<file path="src/hw/rtl/srpi_pkg.sv">
// ----------------------------------------------------------------------------
// srpi_pkg: shared types and constants for the sensor rate/position integrator
// Register indexes, reset values, field widths and state encodings.
// ----------------------------------------------------------------------------
package srpi_pkg;

  localparam int SAMPLE_BITS_DEF = 10;

  // normalization and position ranges
  localparam int NORM_LOW      = 0;
  localparam int NORM_HIGH     = 100;
  localparam int POSITION_LOW  = 0;
  localparam int POSITION_HIGH = 100;

  // field widths
  localparam int HELD_W    = 8;
  localparam int POS_OUT_W = 7;
  localparam int SPEED_W   = 9;
  localparam int ANGLE_W   = 8;
  localparam int STOP_W    = 7;
  localparam int COEF_W    = 8;   // magnitude bits of the small multiplier operand
  localparam int SPEED_SAT = 255;

  // configuration port
  localparam int CFG_IDX_W  = 3;
  localparam int CFG_DATA_W = 8;

  typedef enum logic [CFG_IDX_W-1:0] {
    REG_STOP_LOW,
    REG_STOP_HIGH,
    REG_FWD_MIN,
    REG_FWD_MAX,
    REG_REV_MIN,
    REG_REV_MAX,
    REG_OPEN_ANGLE,
    REG_CLOSE_ANGLE
  } reg_idx_t;

  localparam logic [STOP_W-1:0]         RST_STOP_LOW    = 7'd40;
  localparam logic [STOP_W-1:0]         RST_STOP_HIGH   = 7'd60;
  localparam logic signed [COEF_W-1:0]  RST_FWD_MIN     = 8'sh00;
  localparam logic signed [COEF_W-1:0]  RST_FWD_MAX     = 8'sh08;
  localparam logic signed [COEF_W-1:0]  RST_REV_MIN     = 8'shF8;
  localparam logic signed [COEF_W-1:0]  RST_REV_MAX     = 8'sh00;
  localparam logic [ANGLE_W-1:0]        RST_OPEN_ANGLE  = 8'd0;
  localparam logic [ANGLE_W-1:0]        RST_CLOSE_ANGLE = 8'd180;

  typedef struct packed {
    logic [STOP_W-1:0]        stop_low;
    logic [STOP_W-1:0]        stop_high;
    logic signed [COEF_W-1:0] fwd_min;
    logic signed [COEF_W-1:0] fwd_max;
    logic signed [COEF_W-1:0] rev_min;
    logic signed [COEF_W-1:0] rev_max;
    logic [ANGLE_W-1:0]       open_angle;
    logic [ANGLE_W-1:0]       close_angle;
  } cfg_t;

  // item mode codes
  typedef enum logic [1:0] {
    MODE_RUN,
    MODE_RESTART,
    MODE_UPDATE
  } mode_t;

  // item sequencer
  typedef enum logic [2:0] {
    ST_IDLE,
    ST_NORM,
    ST_NORM_WAIT,
    ST_SPEED,
    ST_SPEED_WAIT,
    ST_POS,
    ST_ANGLE_WAIT,
    ST_OUT
  } seq_state_t;

  // serial multiply/divide unit
  typedef enum logic [1:0] {
    MD_IDLE,
    MD_MUL,
    MD_DIV
  } md_state_t;

  typedef struct packed {
    logic busy;
    logic done;
  } md_stat_t;

endpackage

</file>
<file path="src/hw/rtl/srpi_cfg.sv">
// ----------------------------------------------------------------------------
// srpi_cfg: configuration register file
// Eight write-only registers, loaded from the plain write port.
// ----------------------------------------------------------------------------
module srpi_cfg (
  input  logic                              clk,
  input  logic                              rst,
  input  logic                              we,
  input  logic [srpi_pkg::CFG_IDX_W-1:0]    index,
  input  logic [srpi_pkg::CFG_DATA_W-1:0]   data,
  output srpi_pkg::cfg_t                    regs
);
  import srpi_pkg::*;

  always_ff @(posedge clk) begin
    if (rst) begin
      regs.stop_low    <= RST_STOP_LOW;
      regs.stop_high   <= RST_STOP_HIGH;
      regs.fwd_min     <= RST_FWD_MIN;
      regs.fwd_max     <= RST_FWD_MAX;
      regs.rev_min     <= RST_REV_MIN;
      regs.rev_max     <= RST_REV_MAX;
      regs.open_angle  <= RST_OPEN_ANGLE;
      regs.close_angle <= RST_CLOSE_ANGLE;
    end else if (we) begin
      case (reg_idx_t'(index))
        REG_STOP_LOW:    regs.stop_low    <= data[STOP_W-1:0];
        REG_STOP_HIGH:   regs.stop_high   <= data[STOP_W-1:0];
        REG_FWD_MIN:     regs.fwd_min     <= $signed(data[COEF_W-1:0]);
        REG_FWD_MAX:     regs.fwd_max     <= $signed(data[COEF_W-1:0]);
        REG_REV_MIN:     regs.rev_min     <= $signed(data[COEF_W-1:0]);
        REG_REV_MAX:     regs.rev_max     <= $signed(data[COEF_W-1:0]);
        REG_OPEN_ANGLE:  regs.open_angle  <= data[ANGLE_W-1:0];
        REG_CLOSE_ANGLE: regs.close_angle <= data[ANGLE_W-1:0];
        default: ;
      endcase
    end
  end

endmodule

</file>
<file path="src/hw/rtl/srpi_muldiv.sv">
// ----------------------------------------------------------------------------
// srpi_muldiv: bit-serial signed a*b/d, truncated toward zero
// Shift-add multiply one multiplier bit per cycle, then restoring division
// one quotient bit per cycle on magnitudes; the sign is applied at the end.
// ----------------------------------------------------------------------------
module srpi_muldiv #(
  parameter int SAMPLE_BITS = srpi_pkg::SAMPLE_BITS_DEF
) (
  input  logic                             clk,
  input  logic                             rst,
  input  logic                             start,
  input  logic signed [SAMPLE_BITS+8:0]    a,
  input  logic signed [srpi_pkg::COEF_W:0] b,
  input  logic signed [SAMPLE_BITS:0]      d,
  output logic signed [SAMPLE_BITS+16:0]   q,
  output srpi_pkg::md_stat_t               stat
);
  import srpi_pkg::*;

  localparam int AW = SAMPLE_BITS + 8;   // magnitude bits of a
  localparam int DW = SAMPLE_BITS;       // magnitude bits of d
  localparam int PW = AW + COEF_W;       // product / quotient bits
  localparam int CW = $clog2(PW);

  md_state_t         state, state_next;
  logic [CW-1:0]     cnt;
  logic [PW-1:0]     acc;       // product, then dividend/quotient shift register
  logic [PW-1:0]     mcand;
  logic [COEF_W-1:0] mplier;
  logic [DW-1:0]     divisor;
  logic [DW-1:0]     rem;
  logic              neg;
  logic              done;

  logic [AW:0]       a_abs;
  logic [COEF_W:0]   b_abs;
  logic [DW:0]       d_abs;
  logic [DW:0]       shifted;
  logic [DW+1:0]     diff;

  assign a_abs   = a[AW] ? $unsigned(-a) : $unsigned(a);
  assign b_abs   = b[COEF_W] ? $unsigned(-b) : $unsigned(b);
  assign d_abs   = d[DW] ? $unsigned(-d) : $unsigned(d);
  assign shifted = {rem, acc[PW-1]};
  assign diff    = {1'b0, shifted} - {2'b00, divisor};

  always_ff @(posedge clk) begin
    if (rst) begin
      state <= MD_IDLE;
      done  <= 1'b0;
    end else begin
      state <= state_next;
      done  <= (state == MD_DIV) && (cnt == '0);
    end
  end

  always_comb begin
    state_next = state;
    case (state)
      MD_IDLE: if (start) state_next = MD_MUL;
      MD_MUL:  if (cnt == '0) state_next = MD_DIV;
      MD_DIV:  if (cnt == '0) state_next = MD_IDLE;
      default: state_next = MD_IDLE;
    endcase
  end

  always_ff @(posedge clk) begin
    case (state)
      MD_IDLE: begin
        if (start) begin
          acc     <= '0;
          mcand   <= PW'(a_abs[AW-1:0]);
          mplier  <= b_abs[COEF_W-1:0];
          divisor <= d_abs[DW-1:0];
          rem     <= '0;
          neg     <= a[AW] ^ b[COEF_W] ^ d[DW];
          cnt     <= CW'(COEF_W - 1);
        end
      end
      MD_MUL: begin
        acc    <= acc + (mplier[0] ? mcand : '0);
        mcand  <= {mcand[PW-2:0], 1'b0};
        mplier <= {1'b0, mplier[COEF_W-1:1]};
        cnt    <= (cnt == '0) ? CW'(PW - 1) : cnt - 1'b1;
      end
      MD_DIV: begin
        if (!diff[DW+1]) begin
          rem <= diff[DW-1:0];
          acc <= {acc[PW-2:0], 1'b1};
        end else begin
          rem <= shifted[DW-1:0];
          acc <= {acc[PW-2:0], 1'b0};
        end
        cnt <= cnt - 1'b1;
      end
      default: ;
    endcase
  end

  assign q         = neg ? -$signed({1'b0, acc}) : $signed({1'b0, acc});
  assign stat.busy = (state != MD_IDLE);
  assign stat.done = done;

endmodule

</file>
<file path="src/hw/rtl/sensor_rate_position_integrator.sv">
// ----------------------------------------------------------------------------
// sensor_rate_position_integrator: sensor sample to speed, position and angle
// Calibrates, normalizes, picks a speed, integrates a clamped position and
// maps it to a servo angle, using one shared bit-serial multiply/divide unit.
// ----------------------------------------------------------------------------
// Usage:
//  - Input stream (s_*): one transaction per sensor sample; tdata carries the
//    sample, tuser the mode (run, restart calibration, calibration update).
//  - Output stream (m_*): exactly one result transaction per input
//    transaction, in order: speed, position, servo angle, calib min and max.
//  - Config port: cfg_we/cfg_index/cfg_data write one register per cycle;
//    write only while no transaction is in flight.
//  - Throughput: one item at a time. Each run or update item uses the serial
//    unit up to three times (normalize, speed, angle); each pass shifts through
//    8 multiply bits, then SAMPLE_BITS+16 quotient bits. The next item can be
//    taken in the cycle after the result loads. Passes are skipped when the
//    span is zero or the speed is taken straight from a register. Restart
//    items skip the serial unit and go straight to the output state.
//  - s_tready is high whenever the sequencer is idle, even while a finished
//    result still sits in the output register; a stalled receiver holds the
//    output register and only the finish of the following item waits.
//  - Reset (rst, synchronous) restores the register defaults, clears the
//    calibration to 0..0, the position to its low end and drops m_tvalid.
// ----------------------------------------------------------------------------
module sensor_rate_position_integrator #(
  parameter int SAMPLE_BITS = srpi_pkg::SAMPLE_BITS_DEF
) (
  input  logic                                    clk,
  input  logic                                    rst,
  input  logic                                    s_tvalid,
  output logic                                    s_tready,
  // [SAMPLE_BITS-1:0] sample, rest zero
  input  logic [((SAMPLE_BITS+7)/8)*8-1:0]        s_tdata,
  // [1:0] mode
  input  logic [1:0]                              s_tuser,
  output logic                                    m_tvalid,
  input  logic                                    m_tready,
  // speed[8:0], position[15:9], servo_angle[23:16], calib_low, calib_high
  // (SAMPLE_BITS each, from bit 24 up), rest zero
  output logic [((2*SAMPLE_BITS+24+7)/8)*8-1:0]   m_tdata,
  input  logic                                    cfg_we,
  input  logic [srpi_pkg::CFG_IDX_W-1:0]          cfg_index,
  input  logic [srpi_pkg::CFG_DATA_W-1:0]         cfg_data
);
  import srpi_pkg::*;

  localparam int NW    = SAMPLE_BITS + 8;             // signed normalized value
  localparam int PW    = NW + COEF_W;                 // serial unit quotient bits
  localparam int OUT_W = ((2*SAMPLE_BITS + 24 + 7) / 8) * 8;

  localparam logic signed [PW+1:0] SAT_POS = (PW+2)'(SPEED_SAT);
  localparam logic signed [PW+1:0] SAT_NEG = (PW+2)'(-SPEED_SAT);

  cfg_t                     cfg;
  seq_state_t               state, state_next;

  logic [SAMPLE_BITS-1:0]   sample_in;
  logic                     accept;
  logic                     out_load;

  // item state
  logic [SAMPLE_BITS-1:0]   sample_r;
  logic [SAMPLE_BITS-1:0]   calib_min;
  logic [SAMPLE_BITS-1:0]   calib_max;
  logic [HELD_W-1:0]        held;
  logic signed [NW-1:0]     norm;
  logic signed [COEF_W-1:0] base;
  logic signed [SPEED_W-1:0] speed_r;
  logic [ANGLE_W-1:0]       angle_r;

  // serial unit hookup
  logic                      md_start;
  logic signed [NW:0]        md_a;
  logic signed [COEF_W:0]    md_b;
  logic signed [SAMPLE_BITS:0] md_d;
  logic signed [PW:0]        md_q;
  md_stat_t                  md_stat;

  // operands
  logic [SAMPLE_BITS-1:0]      span;
  logic signed [SAMPLE_BITS:0] diff_norm;
  logic signed [NW:0]          a_fwd;
  logic signed [COEF_W:0]      b_fwd;
  logic signed [SAMPLE_BITS:0] d_fwd;
  logic signed [COEF_W:0]      b_rev;
  logic signed [COEF_W:0]      b_ang;
  logic                        fwd_hit;
  logic                        band_hit;
  logic signed [COEF_W-1:0]    base_sel;
  logic signed [PW+1:0]        speed_sum;
  logic signed [HELD_W+2:0]    pos_sum;
  logic [HELD_W-1:0]           pos_clamp;

  srpi_cfg u_cfg (
    .clk   (clk),
    .rst   (rst),
    .we    (cfg_we),
    .index (cfg_index),
    .data  (cfg_data),
    .regs  (cfg)
  );

  srpi_muldiv #(
    .SAMPLE_BITS (SAMPLE_BITS)
  ) u_muldiv (
    .clk   (clk),
    .rst   (rst),
    .start (md_start),
    .a     (md_a),
    .b     (md_b),
    .d     (md_d),
    .q     (md_q),
    .stat  (md_stat)
  );

  assign sample_in = s_tdata[SAMPLE_BITS-1:0];
  assign s_tready  = (state == ST_IDLE);
  assign accept    = s_tvalid && s_tready;

  // calibration span never goes negative: updates only lower min or raise max, restart sets both
  assign span      = calib_max - calib_min;
  assign diff_norm = $signed({1'b0, sample_r}) - $signed({1'b0, calib_min});

  // speed selection; tests run forward, band, reverse even with an inverted band
  assign fwd_hit  = norm > $signed(NW'(cfg.stop_high));
  assign band_hit = norm > $signed(NW'(cfg.stop_low));
  assign base_sel = (fwd_hit || band_hit) ? cfg.fwd_min : cfg.rev_min;

  assign a_fwd = (NW+1)'(norm) - $signed((NW+1)'(cfg.stop_high));
  assign b_fwd = (COEF_W+1)'(cfg.fwd_max) - (COEF_W+1)'(cfg.fwd_min);
  assign d_fwd = $signed((SAMPLE_BITS+1)'(NORM_HIGH))
               - $signed((SAMPLE_BITS+1)'(cfg.stop_high));
  assign b_rev = (COEF_W+1)'(cfg.rev_max) - (COEF_W+1)'(cfg.rev_min);
  assign b_ang = $signed((COEF_W+1)'(cfg.close_angle))
               - $signed((COEF_W+1)'(cfg.open_angle));

  assign speed_sum = $signed({md_q[PW], md_q}) + (PW+2)'(base);

  // position integration with clamp
  assign pos_sum = $signed((HELD_W+3)'(held)) + (HELD_W+3)'(speed_r);

  always_comb begin
    if (pos_sum > $signed((HELD_W+3)'(POSITION_HIGH))) begin
      pos_clamp = HELD_W'(POSITION_HIGH);
    end else if (pos_sum < $signed((HELD_W+3)'(POSITION_LOW))) begin
      pos_clamp = HELD_W'(POSITION_LOW);
    end else begin
      pos_clamp = pos_sum[HELD_W-1:0];
    end
  end

  // sequencer state
  always_ff @(posedge clk) begin
    if (rst) begin
      state <= ST_IDLE;
    end else begin
      state <= state_next;
    end
  end

  always_comb begin
    state_next = state;
    md_start   = 1'b0;
    md_a       = (NW+1)'(diff_norm);
    md_b       = (COEF_W+1)'(NORM_HIGH);
    md_d       = $signed({1'b0, span});
    out_load   = 1'b0;
    case (state)
      ST_IDLE: begin
        if (accept) begin
          state_next = (mode_t'(s_tuser) == MODE_RESTART) ? ST_OUT : ST_NORM;
        end
      end
      ST_NORM: begin
        if (span == '0) begin
          state_next = ST_SPEED;
        end else begin
          md_start   = 1'b1;
          state_next = ST_NORM_WAIT;
        end
      end
      ST_NORM_WAIT: begin
        if (md_stat.done) state_next = ST_SPEED;
      end
      ST_SPEED: begin
        if (fwd_hit) begin
          if (cfg.stop_high == STOP_W'(NORM_HIGH)) begin
            state_next = ST_POS;   // empty forward range: lower endpoint
          end else begin
            md_start   = 1'b1;
            md_a       = a_fwd;
            md_b       = b_fwd;
            md_d       = d_fwd;
            state_next = ST_SPEED_WAIT;
          end
        end else if (band_hit || cfg.stop_low == '0) begin
          state_next = ST_POS;
        end else begin
          md_start   = 1'b1;
          md_a       = (NW+1)'(norm);
          md_b       = b_rev;
          md_d       = $signed((SAMPLE_BITS+1)'(cfg.stop_low));
          state_next = ST_SPEED_WAIT;
        end
      end
      ST_SPEED_WAIT: begin
        if (md_stat.done) state_next = ST_POS;
      end
      ST_POS: begin
        md_start   = 1'b1;
        md_a       = $signed((NW+1)'(pos_clamp));
        md_b       = b_ang;
        md_d       = $signed((SAMPLE_BITS+1)'(POSITION_HIGH));
        state_next = ST_ANGLE_WAIT;
      end
      ST_ANGLE_WAIT: begin
        if (md_stat.done) state_next = ST_OUT;
      end
      ST_OUT: begin
        if (!m_tvalid || m_tready) begin
          out_load   = 1'b1;
          state_next = ST_IDLE;
        end
      end
      default: state_next = ST_IDLE;
    endcase
  end

  // calibration, held position, output valid
  always_ff @(posedge clk) begin
    if (rst) begin
      calib_min <= '0;
      calib_max <= '0;
      held      <= HELD_W'(POSITION_LOW);
      m_tvalid  <= 1'b0;
    end else begin
      if (accept) begin
        case (mode_t'(s_tuser))
          MODE_RESTART: begin
            calib_min <= sample_in;
            calib_max <= sample_in;
          end
          MODE_UPDATE: begin
            if (sample_in < calib_min) begin
              calib_min <= sample_in;
            end else if (sample_in > calib_max) begin
              calib_max <= sample_in;
            end
          end
          default: ;
        endcase
      end
      if (state == ST_POS) held <= pos_clamp;
      if (out_load) begin
        m_tvalid <= 1'b1;
      end else if (m_tready) begin
        m_tvalid <= 1'b0;
      end
    end
  end

  // item payload
  always_ff @(posedge clk) begin
    if (accept) begin
      sample_r <= sample_in;
      speed_r  <= '0;                 // restart: no motion
      angle_r  <= cfg.open_angle;
    end
    case (state)
      ST_NORM:      if (span == '0) norm <= NW'(NORM_LOW);
      ST_NORM_WAIT: if (md_stat.done) norm <= md_q[NW-1:0];
      ST_SPEED: begin
        base    <= base_sel;
        speed_r <= SPEED_W'(base_sel);
      end
      ST_SPEED_WAIT: begin
        if (md_stat.done) begin
          if (speed_sum > SAT_POS) begin
            speed_r <= SPEED_W'(SPEED_SAT);
          end else if (speed_sum < SAT_NEG) begin
            speed_r <= SPEED_W'(-SPEED_SAT);
          end else begin
            speed_r <= speed_sum[SPEED_W-1:0];
          end
        end
      end
      ST_ANGLE_WAIT: begin
        if (md_stat.done) angle_r <= md_q[ANGLE_W-1:0] + cfg.open_angle;
      end
      default: ;
    endcase
    if (out_load) begin
      m_tdata <= OUT_W'({calib_max, calib_min, angle_r, held[POS_OUT_W-1:0], speed_r});
    end
  end

  // checks
  a_calib_order: assert property (@(posedge clk) disable iff (rst)
    calib_min <= calib_max)
    else $error("calibration min above max");

  a_pos_range: assert property (@(posedge clk) disable iff (rst)
    held <= HELD_W'(POSITION_HIGH))
    else $error("held position above upper limit");

  a_md_start_idle: assert property (@(posedge clk) disable iff (rst)
    md_start |-> !md_stat.busy)
    else $error("serial unit started while busy");

  a_wait_done: assert property (@(posedge clk) disable iff (rst)
    (state == ST_NORM_WAIT || state == ST_SPEED_WAIT || state == ST_ANGLE_WAIT)
      && !md_stat.busy |-> md_stat.done)
    else $error("waiting on serial unit that is neither busy nor done");

  a_out_from_seq: assert property (@(posedge clk) disable iff (rst)
    $rose(m_tvalid) |-> $past(state == ST_OUT))
    else $error("result transaction raised outside output state");

endmodule
</file>
<file path="config.mk">
export PLATFORM = sky130hd
export DESIGN_NAME = sensor_rate_position_integrator
export DESIGN_NICKNAME = d
export VERILOG_FILES = /design/src/hw/rtl/srpi_pkg.sv /design/src/hw/rtl/srpi_cfg.sv /design/src/hw/rtl/srpi_muldiv.sv /design/src/hw/rtl/sensor_rate_position_integrator.sv
export SDC_FILE = /design/constraint.sdc
export NUM_CORES = 1
export LEC_CHECK = 0
export BUFFER_PORTS_ARGS = -buffer_cell sky130_fd_sc_hd__buf_4
export CAP_MARGIN = 20
export CORE_MARGIN = 2
export CORE_UTILIZATION = 40
export CTS_BUF_LIST = sky130_fd_sc_hd__clkbuf_8
export DETAILED_ROUTE_END_ITERATION = 8
export GPL_TIMING_DRIVEN = 0
export HOLD_SLACK_MARGIN = 0.06
export SLEW_MARGIN = 20
export SYNTH_ARGS = -nofsm -noshare
export SYNTH_HDL_FRONTEND = slang
export SYNTH_SLANG_ARGS = --single-unit
export TNS_END_PERCENT = 10
</file>
<file path="constraint.sdc">
create_clock -name clk -period 14 [get_ports clk]
set_clock_uncertainty 0.15 [all_clocks]
set_input_delay 2.8 -clock clk [delete_from_list [all_inputs] [get_ports clk]]
set_output_delay 2.8 -clock clk [all_outputs]
set_load 0.02 [all_outputs]
</file>
Yosys cells after proc, flatten, opt, wreduce, memory -nomap -nowiden
Cells that the tools add are included.
{"block": "word_totals", "output_inout_bits": 50, "ff_bits": 280}
{"block": "op_classes", "n_bitwise": 2, "eq_ne": 31, "reduce_logical": 35, "n_mux": 73, "addsub": 17, "order_cmp": 8}
{"cell": "$mux W26", "n": 3}
{"cell": "$pmux W26 S3", "n": 1}
{"cell": "$mux W10", "n": 7}
{"cell": "$mux W8", "n": 8}
{"cell": "$mux W9", "n": 7}
{"cell": "$pmux W10 S2", "n": 3}
{"cell": "$mux W19", "n": 3}
{"cell": "$mux W18", "n": 3}
{"cell": "$pmux W26 S2", "n": 1}
{"cell": "$pmux W19 S2", "n": 1}
{"cell": "$gt A18 B8 Y1", "n": 2}
{"cell": "$pmux W18 S2", "n": 1}
{"cell": "$pmux W9 S2", "n": 2}
{"cell": "$add A27 B8 Y28", "n": 1}
{"cell": "$gt A28 B9 Y1 const B", "n": 1}
{"cell": "$lt A28 B9 Y1 const B", "n": 1}
{"cell": "$mux W27", "n": 1}
{"cell": "$neg A26 Y27", "n": 1}
{"cell": "$sub A8 B8 Y9", "n": 3}
{"cell": "$add A26 B26 Y26", "n": 1}
{"cell": "$eq A3 B3 Y1 const B", "n": 8}
{"cell": "$pmux W3 S8", "n": 1}
{"cell": "$reduce_and A2 Y1", "n": 12}
{"cell": "$mux W11", "n": 2}
{"cell": "45 further kinds", "n": 92}

Logic depth before layout (Yosys ltp)
Gate-level depths: netlist of run 1.
{"block": "depth", "word_depth": 9, "depth_mapped": 21, "mapped_depth_nobuf": 20}

Modules after synthesis
Synthesis of run 1 repeated with hierarchy kept, for this count alone.
{"block": "hier_totals", "cells_unflattened": 2293, "area_unflattened_um2": 20719.9}
{"mod": "sensor_rate_position_integrator", "n_inst": 1, "area_each_um2": 11404.7, "cells_per_inst": 1321}
{"mod": "srpi_muldiv", "n_inst": 1, "area_each_um2": 6814.0, "cells_per_inst": 738}
{"mod": "srpi_cfg", "n_inst": 1, "area_each_um2": 2501.1, "cells_per_inst": 234}

Worst setup path after synthesis of run 1
OpenSTA, ideal clock, no wires.
{"block": "synth_timing", "kind": "register to register", "startpoint": "register norm[13]", "endpoint": "register u_muldiv.mcand[0] (enable)", "setup_time_ps": 468, "required_time_ps": 13382, "path_buffers": 0, "t_arrival_ps": 4877, "period_less_slack_ps": 5495, "stages_incl_launch_ff": 9, "slack_ps": 8505, "cell_sequence": "edfxtp_1 or4_4 or4_4 o41a_1 nor3_4 o21ai_1 nand2_1 nor3_1 nor3_1"}
{"block": "synth_between", "elab_chain_cells": 7}
{"item": "from (decl)", "line_no": "sensor_rate_position_integrator.sv:66", "source": "logic signed [NW-1:0] norm;"}
{"item": "from (signal assigned)", "line_no": "sensor_rate_position_integrator.sv:270", "source": "ST_NORM: if (span == '0) norm <= NW'(NORM_LOW);"}
{"item": "from (signal assigned)", "line_no": "sensor_rate_position_integrator.sv:271", "source": "ST_NORM_WAIT: if (md_stat.done) norm <= md_q[NW-1:0];"}
{"item": "$gt A18 B8 Y1", "line_no": "sensor_rate_position_integrator.sv:126", "source": "assign band_hit = norm > $signed(NW'(cfg.stop_low));"}
{"item": "$logic_or A1 B1 Y1", "line_no": "sensor_rate_position_integrator.sv:196", "source": "end else if (band_hit || cfg.stop_low == '0) begin"}
{"item": "$mux W1", "line_no": "sensor_rate_position_integrator.sv:196"}
{"item": "$mux W1 *", "line_no": "sensor_rate_position_integrator.sv:186", "source": "if (fwd_hit) begin"}
{"item": "$pmux W1 S3 *", "line_no": "sensor_rate_position_integrator.sv:168", "source": "case (state)"}
{"item": "$ne A2 B2 Y1 (no line) *"}
{"item": "$reduce_and A2 Y1 (no line) *"}
{"item": "to (signal assigned)", "line_no": "srpi_muldiv.sv:72", "source": "mcand <= PW'(a_abs[AW-1:0]);"}
{"item": "to (signal assigned)", "line_no": "srpi_muldiv.sv:82", "source": "mcand <= {mcand[PW-2:0], 1'b0};"}
{"item": "to (decl)", "line_no": "srpi_muldiv.sv:28", "source": "logic [PW-1:0] mcand;"}
Mark *: on every way between the ends. The rest lies on a longest branch, timed or not.
A chain may end at the register's enable or synchronous reset.

Worst setup path in the final report of run 1
{"block": "layout_timing", "startpoint": "register u_muldiv.acc[0]", "endpoint": "register speed_r[0]"}
{"block": "layout_between", "elab_chain_cells": 8}
{"item": "from (decl)", "line_no": "srpi_muldiv.sv:27", "source": "logic [PW-1:0] acc;"}
{"item": "from (signal assigned)", "line_no": "srpi_muldiv.sv:81", "source": "acc <= acc + (mplier[0] ? mcand : '0);"}
{"item": "from (signal assigned)", "line_no": "srpi_muldiv.sv:89", "source": "acc <= {acc[PW-2:0], 1'b1};"}
{"item": "from (signal assigned)", "line_no": "srpi_muldiv.sv:92", "source": "acc <= {acc[PW-2:0], 1'b0};"}
{"item": "$neg A26 Y27", "line_no": "srpi_muldiv.sv:100", "source": "assign q = neg ? -$signed({1'b0, acc}) : $signed({1'b0, acc});"}
{"item": "$mux W27 *", "line_no": "srpi_muldiv.sv:100"}
{"item": "$add A27 B8 Y28 *", "line_no": "sensor_rate_position_integrator.sv:137", "source": "assign speed_sum = $signed({md_q[PW], md_q}) + (PW+2)'(base);"}
{"item": "$lt A28 B9 Y1", "line_no": "sensor_rate_position_integrator.sv:280", "source": "end else if (speed_sum < SAT_NEG) begin"}
{"item": "$mux W9", "line_no": "sensor_rate_position_integrator.sv:280"}
{"item": "$mux W9 *", "line_no": "sensor_rate_position_integrator.sv:278", "source": "if (speed_sum > SAT_POS) begin"}
{"item": "$mux W9 *", "line_no": "sensor_rate_position_integrator.sv:277", "source": "if (md_stat.done) begin"}
{"item": "$pmux W9 S2 *", "line_no": "sensor_rate_position_integrator.sv:269", "source": "case (state)"}
{"item": "to (signal assigned)", "line_no": "sensor_rate_position_integrator.sv:279", "source": "speed_r <= SPEED_W'(SPEED_SAT);"}
{"item": "to (signal assigned)", "line_no": "sensor_rate_position_integrator.sv:281", "source": "speed_r <= SPEED_W'(-SPEED_SAT);"}
{"item": "to (signal assigned)", "line_no": "sensor_rate_position_integrator.sv:283", "source": "speed_r <= speed_sum[SPEED_W-1:0];"}
{"item": "to (decl)", "line_no": "sensor_rate_position_integrator.sv:68", "source": "logic signed [SPEED_W-1:0] speed_r;"}
Marks and branches as above.

==> results of run 1 <==
## sequential cells by signal, summed over array words and instances (netlist names), 2 cells and up
| register | count |
|---|---|
| u_cfg.regs | 62 |
| base | 8 |
| u_muldiv.acc | 26 |
| speed_r | 9 |
| u_muldiv.mplier | 8 |
| sample_r | 10 |
| u_muldiv.mcand | 26 |
| u_muldiv.divisor | 10 |
| u_muldiv.cnt | 5 |
| angle_r | 8 |
| calib_min | 10 |
| m_tdata | 44 |
| calib_max | 10 |
| state | 3 |
| held | 8 |
| u_muldiv.state | 2 |
| norm | 18 |
| u_muldiv.rem | 10 |
## through the flow
stage,total power [mW],cell area (sq um)
after global placement,4.375,21670
after detailed placement,4.454,21810
after CTS,5.353,22950
after global routing,5.765,22960
final,5.387,22960
after floorplan,3.526,20360
## layer usage
layer | wire length [um] | up-vias | part of all wire | global-route usage
li1 | - | 8695 | - | -
met1 | 29450 | 8798 | 0.45 | 0.3281
met2 | 30030 | 595 | 0.46 | 0.3979
met3 | 3953 | 121 | 0.060 | 0.03486
met4 | 2025 | 0 | 0.031 | 0.08523
met5 | 0 | - | 0 | 0
## worst max path at each step
stage / endpoint / slack [ps] / cells after the start
global placement: u_muldiv.mplier[7] / 6820 / 11
detailed placement: speed_r[0] / 7800 / 21
CTS: speed_r[0] / 7690 / 21
floorplan: u_muldiv.mcand[0] / 8510 / 8
finish: speed_r[0] / 7620 / 21
global route: speed_r[0] / 7210 / 21
## cells in the final DEF (no fill, tap or decap), types with 62 or more instances in the layout
cell	n
nand2_1	234
ha_1	177
nor2_1	175
edfxtp_1	166
a21oi_1	162
o21ai_0	160
inv_1	150
dfxtp_1	114
xnor2_1	87
clkbuf_1	76
buf_4	74
clkbuf_8	62
## critical path, stage by stage (launching register included)
cell,delay [ps]
edfxtp_1,650
inv_1,180
ha_1,180
nand2_1,60
or2_2,290
nand2b_1,200
or4_1,590
o41ai_1,340
xnor2_1,200
ha_1,270
clkbuf_1,210
a21oi_1,190
nor2b_1,60
a2111oi_0,480
o21bai_1,190
a22oi_1,270
o21ai_0,140
xnor2_1,160
or4_1,560
o31ai_1,450
a31oi_1,140
a221o_1,260
## logic make-up after synthesis
kind of cell               Yosys count  share of synthesized area
DFF                                280                     0.3572
and+or+nand+nor                    757                     0.1837
AOI/OAI and AO/OA                  680                     0.2189
adders and majority gates          188                     0.1197
buffers and inverters              232                    0.04427
muxes                               43                    0.02146
xor gates and xnor gates           127                    0.05467
other                                1                  0.0001843
## layout make-up
cell class | count | area [sq um] | area share
multi-input cells | 1799 | 12230 | 0.5328
repair buffers | 74 | 580.6 | 0.02528
clock buffers | 62 | 853.3 | 0.03716
inverters | 140 | 525.5 | 0.02289
plain buffers | 92 | 375.4 | 0.01635
flip-flops and latches | 280 | 7267 | 0.3165
clock inverters | 33 | 282.8 | 0.01232
well taps | 672 | 840.8 | 0.03662
diodes | 1 | 2.502 | 0.0001090
## synth_stat cells, types with 32 or more instances
master    number
nor2_1       176
nor2b_1       58
dfxtp_1      114
a21oi_1      163
a21o_1        43
xnor2_1       88
mux2i_1       38
ha_1         177
o21ai_0      160
o21a_1        33
a31oi_1       32
nand2_1      234
clkbuf_1      76
edfxtp_1     166
xor2_1        39
nor3_1        51
inv_1        139
and2_1        43
## report_power, final
group          internal, mW  leakage [nW]  switching [mW]
Clock                 0.496         0.619           0.380
Combinational          1.16          5.72            1.97
Sequential             1.17          2.51           0.208
==> flow_metrics.py, run 1 <==
metrics = {
    "placed_design": {
        "dp.cells": 3056,
        "port_buffers": 63,
        "gp_congestion": 1.011,
        "pre_cts_ws_ps": 7796,
        "post-dp-hpwl_mm": 50.83,
    },
    "layout": {
        "num-nets-final": 2662,
        "syn_to_final_growth_pct": 12.85,
        "fillerInstances": 4890,
        "finalNonFillerCells": 3153,
        "fin_util": 0.4577,
        "drive_gt1_frac": 0.08145,
    },
    "drt": {
        "via_per_inst": 5.775,
        "dr_total_vias": 18210,
        "routedWlPerCell_um": 20.76,
        "first_pass_iters": 5,
        "drt_wl_total_mm": 65.46,
        "drcViolationCount": 0,
        "final_antenna_net_count": 0,
        "initialDrtViolationCount": 1581,
    },
    "sta": {
        "finalMaxSlewViolations": 0,
        "finalSetupViolCount": 0,
        "fin_setup_tns_ps": 0,
        "fmax_mhz": 156.6,
        "worst_slack_ps": 7616,
        "hold_viol_final": 0,
        "relSlewSlack": 0.1952,
        "hold_slack_ps": 288.3,
        "rsz0062_at_grt": "no",
        "period_minus_slack_ps": 6384,
        "period_share": 0.4560,
        "worst_slew_pin_slew_ps": 1195,
    },
    "yosys": {
        "synth_warnings": 0,
        "synth_edf_count": 166,
        "synth.top_cell.area_share": 0.2450,
        "netlist_instances": 2308,
        "synth-seq-area-share": 0.3572,
        "yosys_most_used_dff": "edfxtp_1",
        "synth_area_sq_um": 20350,
        "synth_area_leaders": "edfxtp_1 24%, dfxtp_1 11%, ha_1 11%",
        "synth_area_leader_cell": "edfxtp_1",
        "async_flop_share": 0,
        "synth_cell_types": 87,
        "ys_ff_latch": 280,
        "synth.avg_cell_area_sq_um": 8.816,
    },
    "clocking": {
        "ctsLongestPathBuffers": 3,
        "cts_sinks": 280,
        "ctsResizeCount": 0,
        "clk_pin_slew_ps": 60,
        "cts_buffers": 53,
        "cts-root-buf": "clkbuf_8",
        "postCtsSetupRepairBufs": 0,
        "cts_tree": "built",
        "postCtsHoldBufs": 0,
        "h-tree-depth": 2,
        "clock_latency_ps": 660,
    },
    "hold_path": {
        "hold_depth": 0,
        "hold_path.class": "flop to flop",
        "hp-start": "angle_r[5]",
        "min_to": "m_tdata[21]",
    },
    "power_and_ir_drop": {
        "p_leak_nw": 8.846,
        "p_per_area_nw_per_um2": 234.6,
        "max-vdd-ir-drop_mv": 0.08458,
    },
    "setup_path": {
        "endpoint_kind": "flop",
        "crit_type": "flop to flop",
        "critPathArrivalTime_ps": 6730,
        "cp_data_required_time_ps": 14350,
        "crit_path_start": "u_muldiv.acc[0]",
        "r2r_slack_ps": 7620,
        "r2r_start": "u_muldiv.acc[0]",
        "cp-start-kind": "flop",
        "r2r_cells": 21,
        "r2r-end": "speed_r[0]",
        "critical_path_peak_fanout": 8,
    },
    "floorplan": {
        "start_util": 0.4056,
        "die_x_um": 229.5,
        "die-height_um": 229.5,
        "dieArea_sq_um": 52690,
        "fp.coreArea_sq_um": 50170,
        "num_rows": 82,
        "pin_count": 84,
    },
    "grt": {
        "track_usage": 0.2435,
        "grt_pass1_vias": 17400,
        "grt_first_pass_wirelength_mm": 100.4,
        "grt_max_degree": 29,
        "overflow": 0,
        "grt_antenna_before_repair": 2,
    },
    "job": {
        "drv_cap": 0,
    },
    "run_status": {
        "run_status": "completed",
    },
}
Power figures use the tool's default switching activity.
==> run 2: changes to the inputs <==
==> constraint.sdc (replaced) <==
create_clock -name clk -period 5.6 [get_ports clk]
set_clock_uncertainty 0.15 [all_clocks]
set_input_delay 1.12 -clock clk [delete_from_list [all_inputs] [get_ports clk]]
set_output_delay 1.12 -clock clk [all_outputs]
set_load 0.02 [all_outputs]
==> run 2 against run 1 <==
Count of clock-buffer cells in the layout unchanged; global-route usage rose by 0.13 points; via count decreased by 0.12%; die area unchanged; wire length up 0.43%; first-iteration DRC count down 3.4%; power rose to 2.5 times the previous value; critical path type unchanged; critical path depth down 4; non-clock buffer count increased by 11; fmax grew 19%.
==> flow_metrics.py, run 2 (synthesized netlist as in run 1, its figures left out) <==
metrics = {
    "run_status": {
        "run_status": "completed",
    },
    "setup_path": {
        "cp_data_required_time_ps": 5990,
        "r2r_slack_ps": 210,
        "cpPeakStageDelay_ps": 570,
        "cp.depth": 17,
        "cp_top_family": "simple AND/OR/NAND/NOR gates",
        "endpoint_kind": "flop",
        "path_cells": "nor4_2 > nand3_1 > or4_4 > o31a_1 > xor2_1 > ha_1 > clkbuf_1 > and3_1 > a2111oi_2 > o21bai_1 > a22oi_2 > o21ai_0 > xnor2_1 > or4_4 > o31a_1 > o21a_1 > o21ai_0",
        "critPathBufInv": 1,
        "critical_path_peak_fanout": 9,
        "crit_type": "flop to flop",
        "r2r_cells": 17,
        "r2r_start": "u_muldiv.acc[8]",
        "cpMaxStageDelayCell": "or4_4",
        "r2r-end": "speed_r[3]",
        "endpoint": "speed_r[3]",
        "critPathArrivalTime_ps": 5770,
        "crit_path_start": "u_muldiv.acc[8]",
        "cp-start-kind": "flop",
    },
    "layout": {
        "largest_register": "u_cfg.regs",
        "syn_to_final_growth_pct": 14.11,
        "num-nets-final": 2673,
        "drive_gt1_frac": 0.09554,
        "final_common_cell": "nand2_1",
        "fillerInstances": 4874,
        "top_regs": "u_cfg.regs x62, m_tdata x44",
        "largest_register_ff_count": 62,
        "final_cell_mix": "234 x nand2_1, 175 x ha_1, 174 x nor2_1, 166 x edfxtp_1, 162 x a21oi_1",
    },
    "drt": {
        "routedWlPerCell_um": 20.77,
        "final_antenna_net_count": 0,
        "initialDrtViolationCount": 1527,
        "drt_wl_total_mm": 65.74,
        "via_per_inst": 5.747,
        "first_pass_iters": 5,
        "dr_total_vias": 18190,
        "drcViolationCount": 0,
    },
    "clocking": {
        "clk_pin_slew_ps": 60,
        "cts_buffers": 53,
        "clock_latency_ps": 650,
        "cts-root-buf": "clkbuf_8",
        "h-tree-depth": 2,
        "cts_sinks": 280,
        "postCtsHoldBufs": 0,
        "cts_tree": "built",
        "ctsLongestPathBuffers": 3,
    },
    "sta": {
        "hold_slack_ps": 286.7,
        "finalMaxSlewViolations": 0,
        "period_minus_slack_ps": 5385,
        "worst_slew_pin_slew_ps": 1145,
        "finalSetupViolCount": 0,
        "fmax_mhz": 185.7,
        "relSlewSlack": 0.2289,
        "hold_viol_final": 0,
        "period_share": 0.9617,
        "fin_setup_tns_ps": 0,
    },
    "floorplan": {
        "die_x_um": 229.5,
        "num_rows": 82,
        "dieArea_sq_um": 52690,
        "fp.coreArea_sq_um": 50170,
        "die-height_um": 229.5,
        "start_util": 0.4056,
        "pin_count": 84,
    },
    "power_and_ir_drop": {
        "p_per_area_nw_per_um2": 590.8,
        "p_leak_nw": 8.971,
        "max-vdd-ir-drop_mv": 0.2102,
    },
    "grt": {
        "grt_pass1_vias": 17420,
        "overflow": 0,
        "grt_max_degree": 29,
        "grt_first_pass_wirelength_mm": 100.7,
        "track_usage": 0.2447,
        "grt_antenna_before_repair": 2,
    },
    "hold_path": {
        "hold_path.class": "flop to flop",
    },
    "job": {
        "drv_cap": 0,
    },
    "placed_design": {
        "port_buffers": 63,
        "post-dp-hpwl_mm": 50.83,
        "gp_congestion": 1.011,
    },
}
[run 2: cell count changes in the layout (fill, tap and decap cells not counted), sizes merged]
cell,delta
clkbuf,-4
buf,+15
diode,+1
[run 2: layout make-up]
cell class                      count  area, sq um  share of cell area
Antenna cell                        2        5.005           0.0002156
Buffer                             89        365.4             0.01574
Clock buffer                       62        853.3             0.03675
Clock inverter                     33        282.8             0.01218
Inverter                          140        525.5             0.02263
Multi-Input combinational cell   1799        12390              0.5334
Sequential cell                   280         7267              0.3130
Tap cell                          672        840.8             0.03621
Timing Repair Buffer               88        693.2             0.02985
[run 2: worst min-delay path by stage]
stage	startpoint	to	slack, ps	depth (start not counted)
floorplan	angle_r[0]	m_tdata[16]	260	0
global placement	angle_r[2]	m_tdata[18]	270	0
detailed placement	angle_r[6]	m_tdata[22]	270	0
CTS	angle_r[6]	m_tdata[22]	290	0
global route	angle_r[5]	m_tdata[21]	300	0
finish	angle_r[5]	m_tdata[21]	290	0
[run 2: where the power goes]
group	switching (mW)	internal (mW)	leakage, nW
sequential	0.471	2.93	2.51
combinational	5.07	3.06	5.85
clock	0.947	1.24	0.619
[run 2: what timing repair did]
action,4_1_cts,5_1_grt
pin swaps,1,5
setup buffers,8,5
resized for setup,15,18
endpoints found under the setup margin,8,8
cloned,0,0
endpoints found under the hold margin,0,0
[run 2: layer usage]
layer,GRT usage,vias to the layer above,share of wire
met2,0.4006,545,0.46
met4,0.08908,0,0.034
met1,0.3278,8798,0.45
met5,0,-,0
met3,0.03536,138,0.057
li1,-,8707,-
[run 2: through the flow]
step                total power [mW]  worst slack [ps]  area, sq um    util  instances
CTS                            13.53             35.18        23080  0.4601       3157
finish                         13.72             214.6        23220  0.4628       3165
global placement               10.94             -1578        21670  0.4320       3046
floorplan                      8.814             105.5        20360       -       2311
detailed placement             11.13            -604.4        21810  0.4347       3056
global route                   14.68            -5.906        23220  0.4627       3164
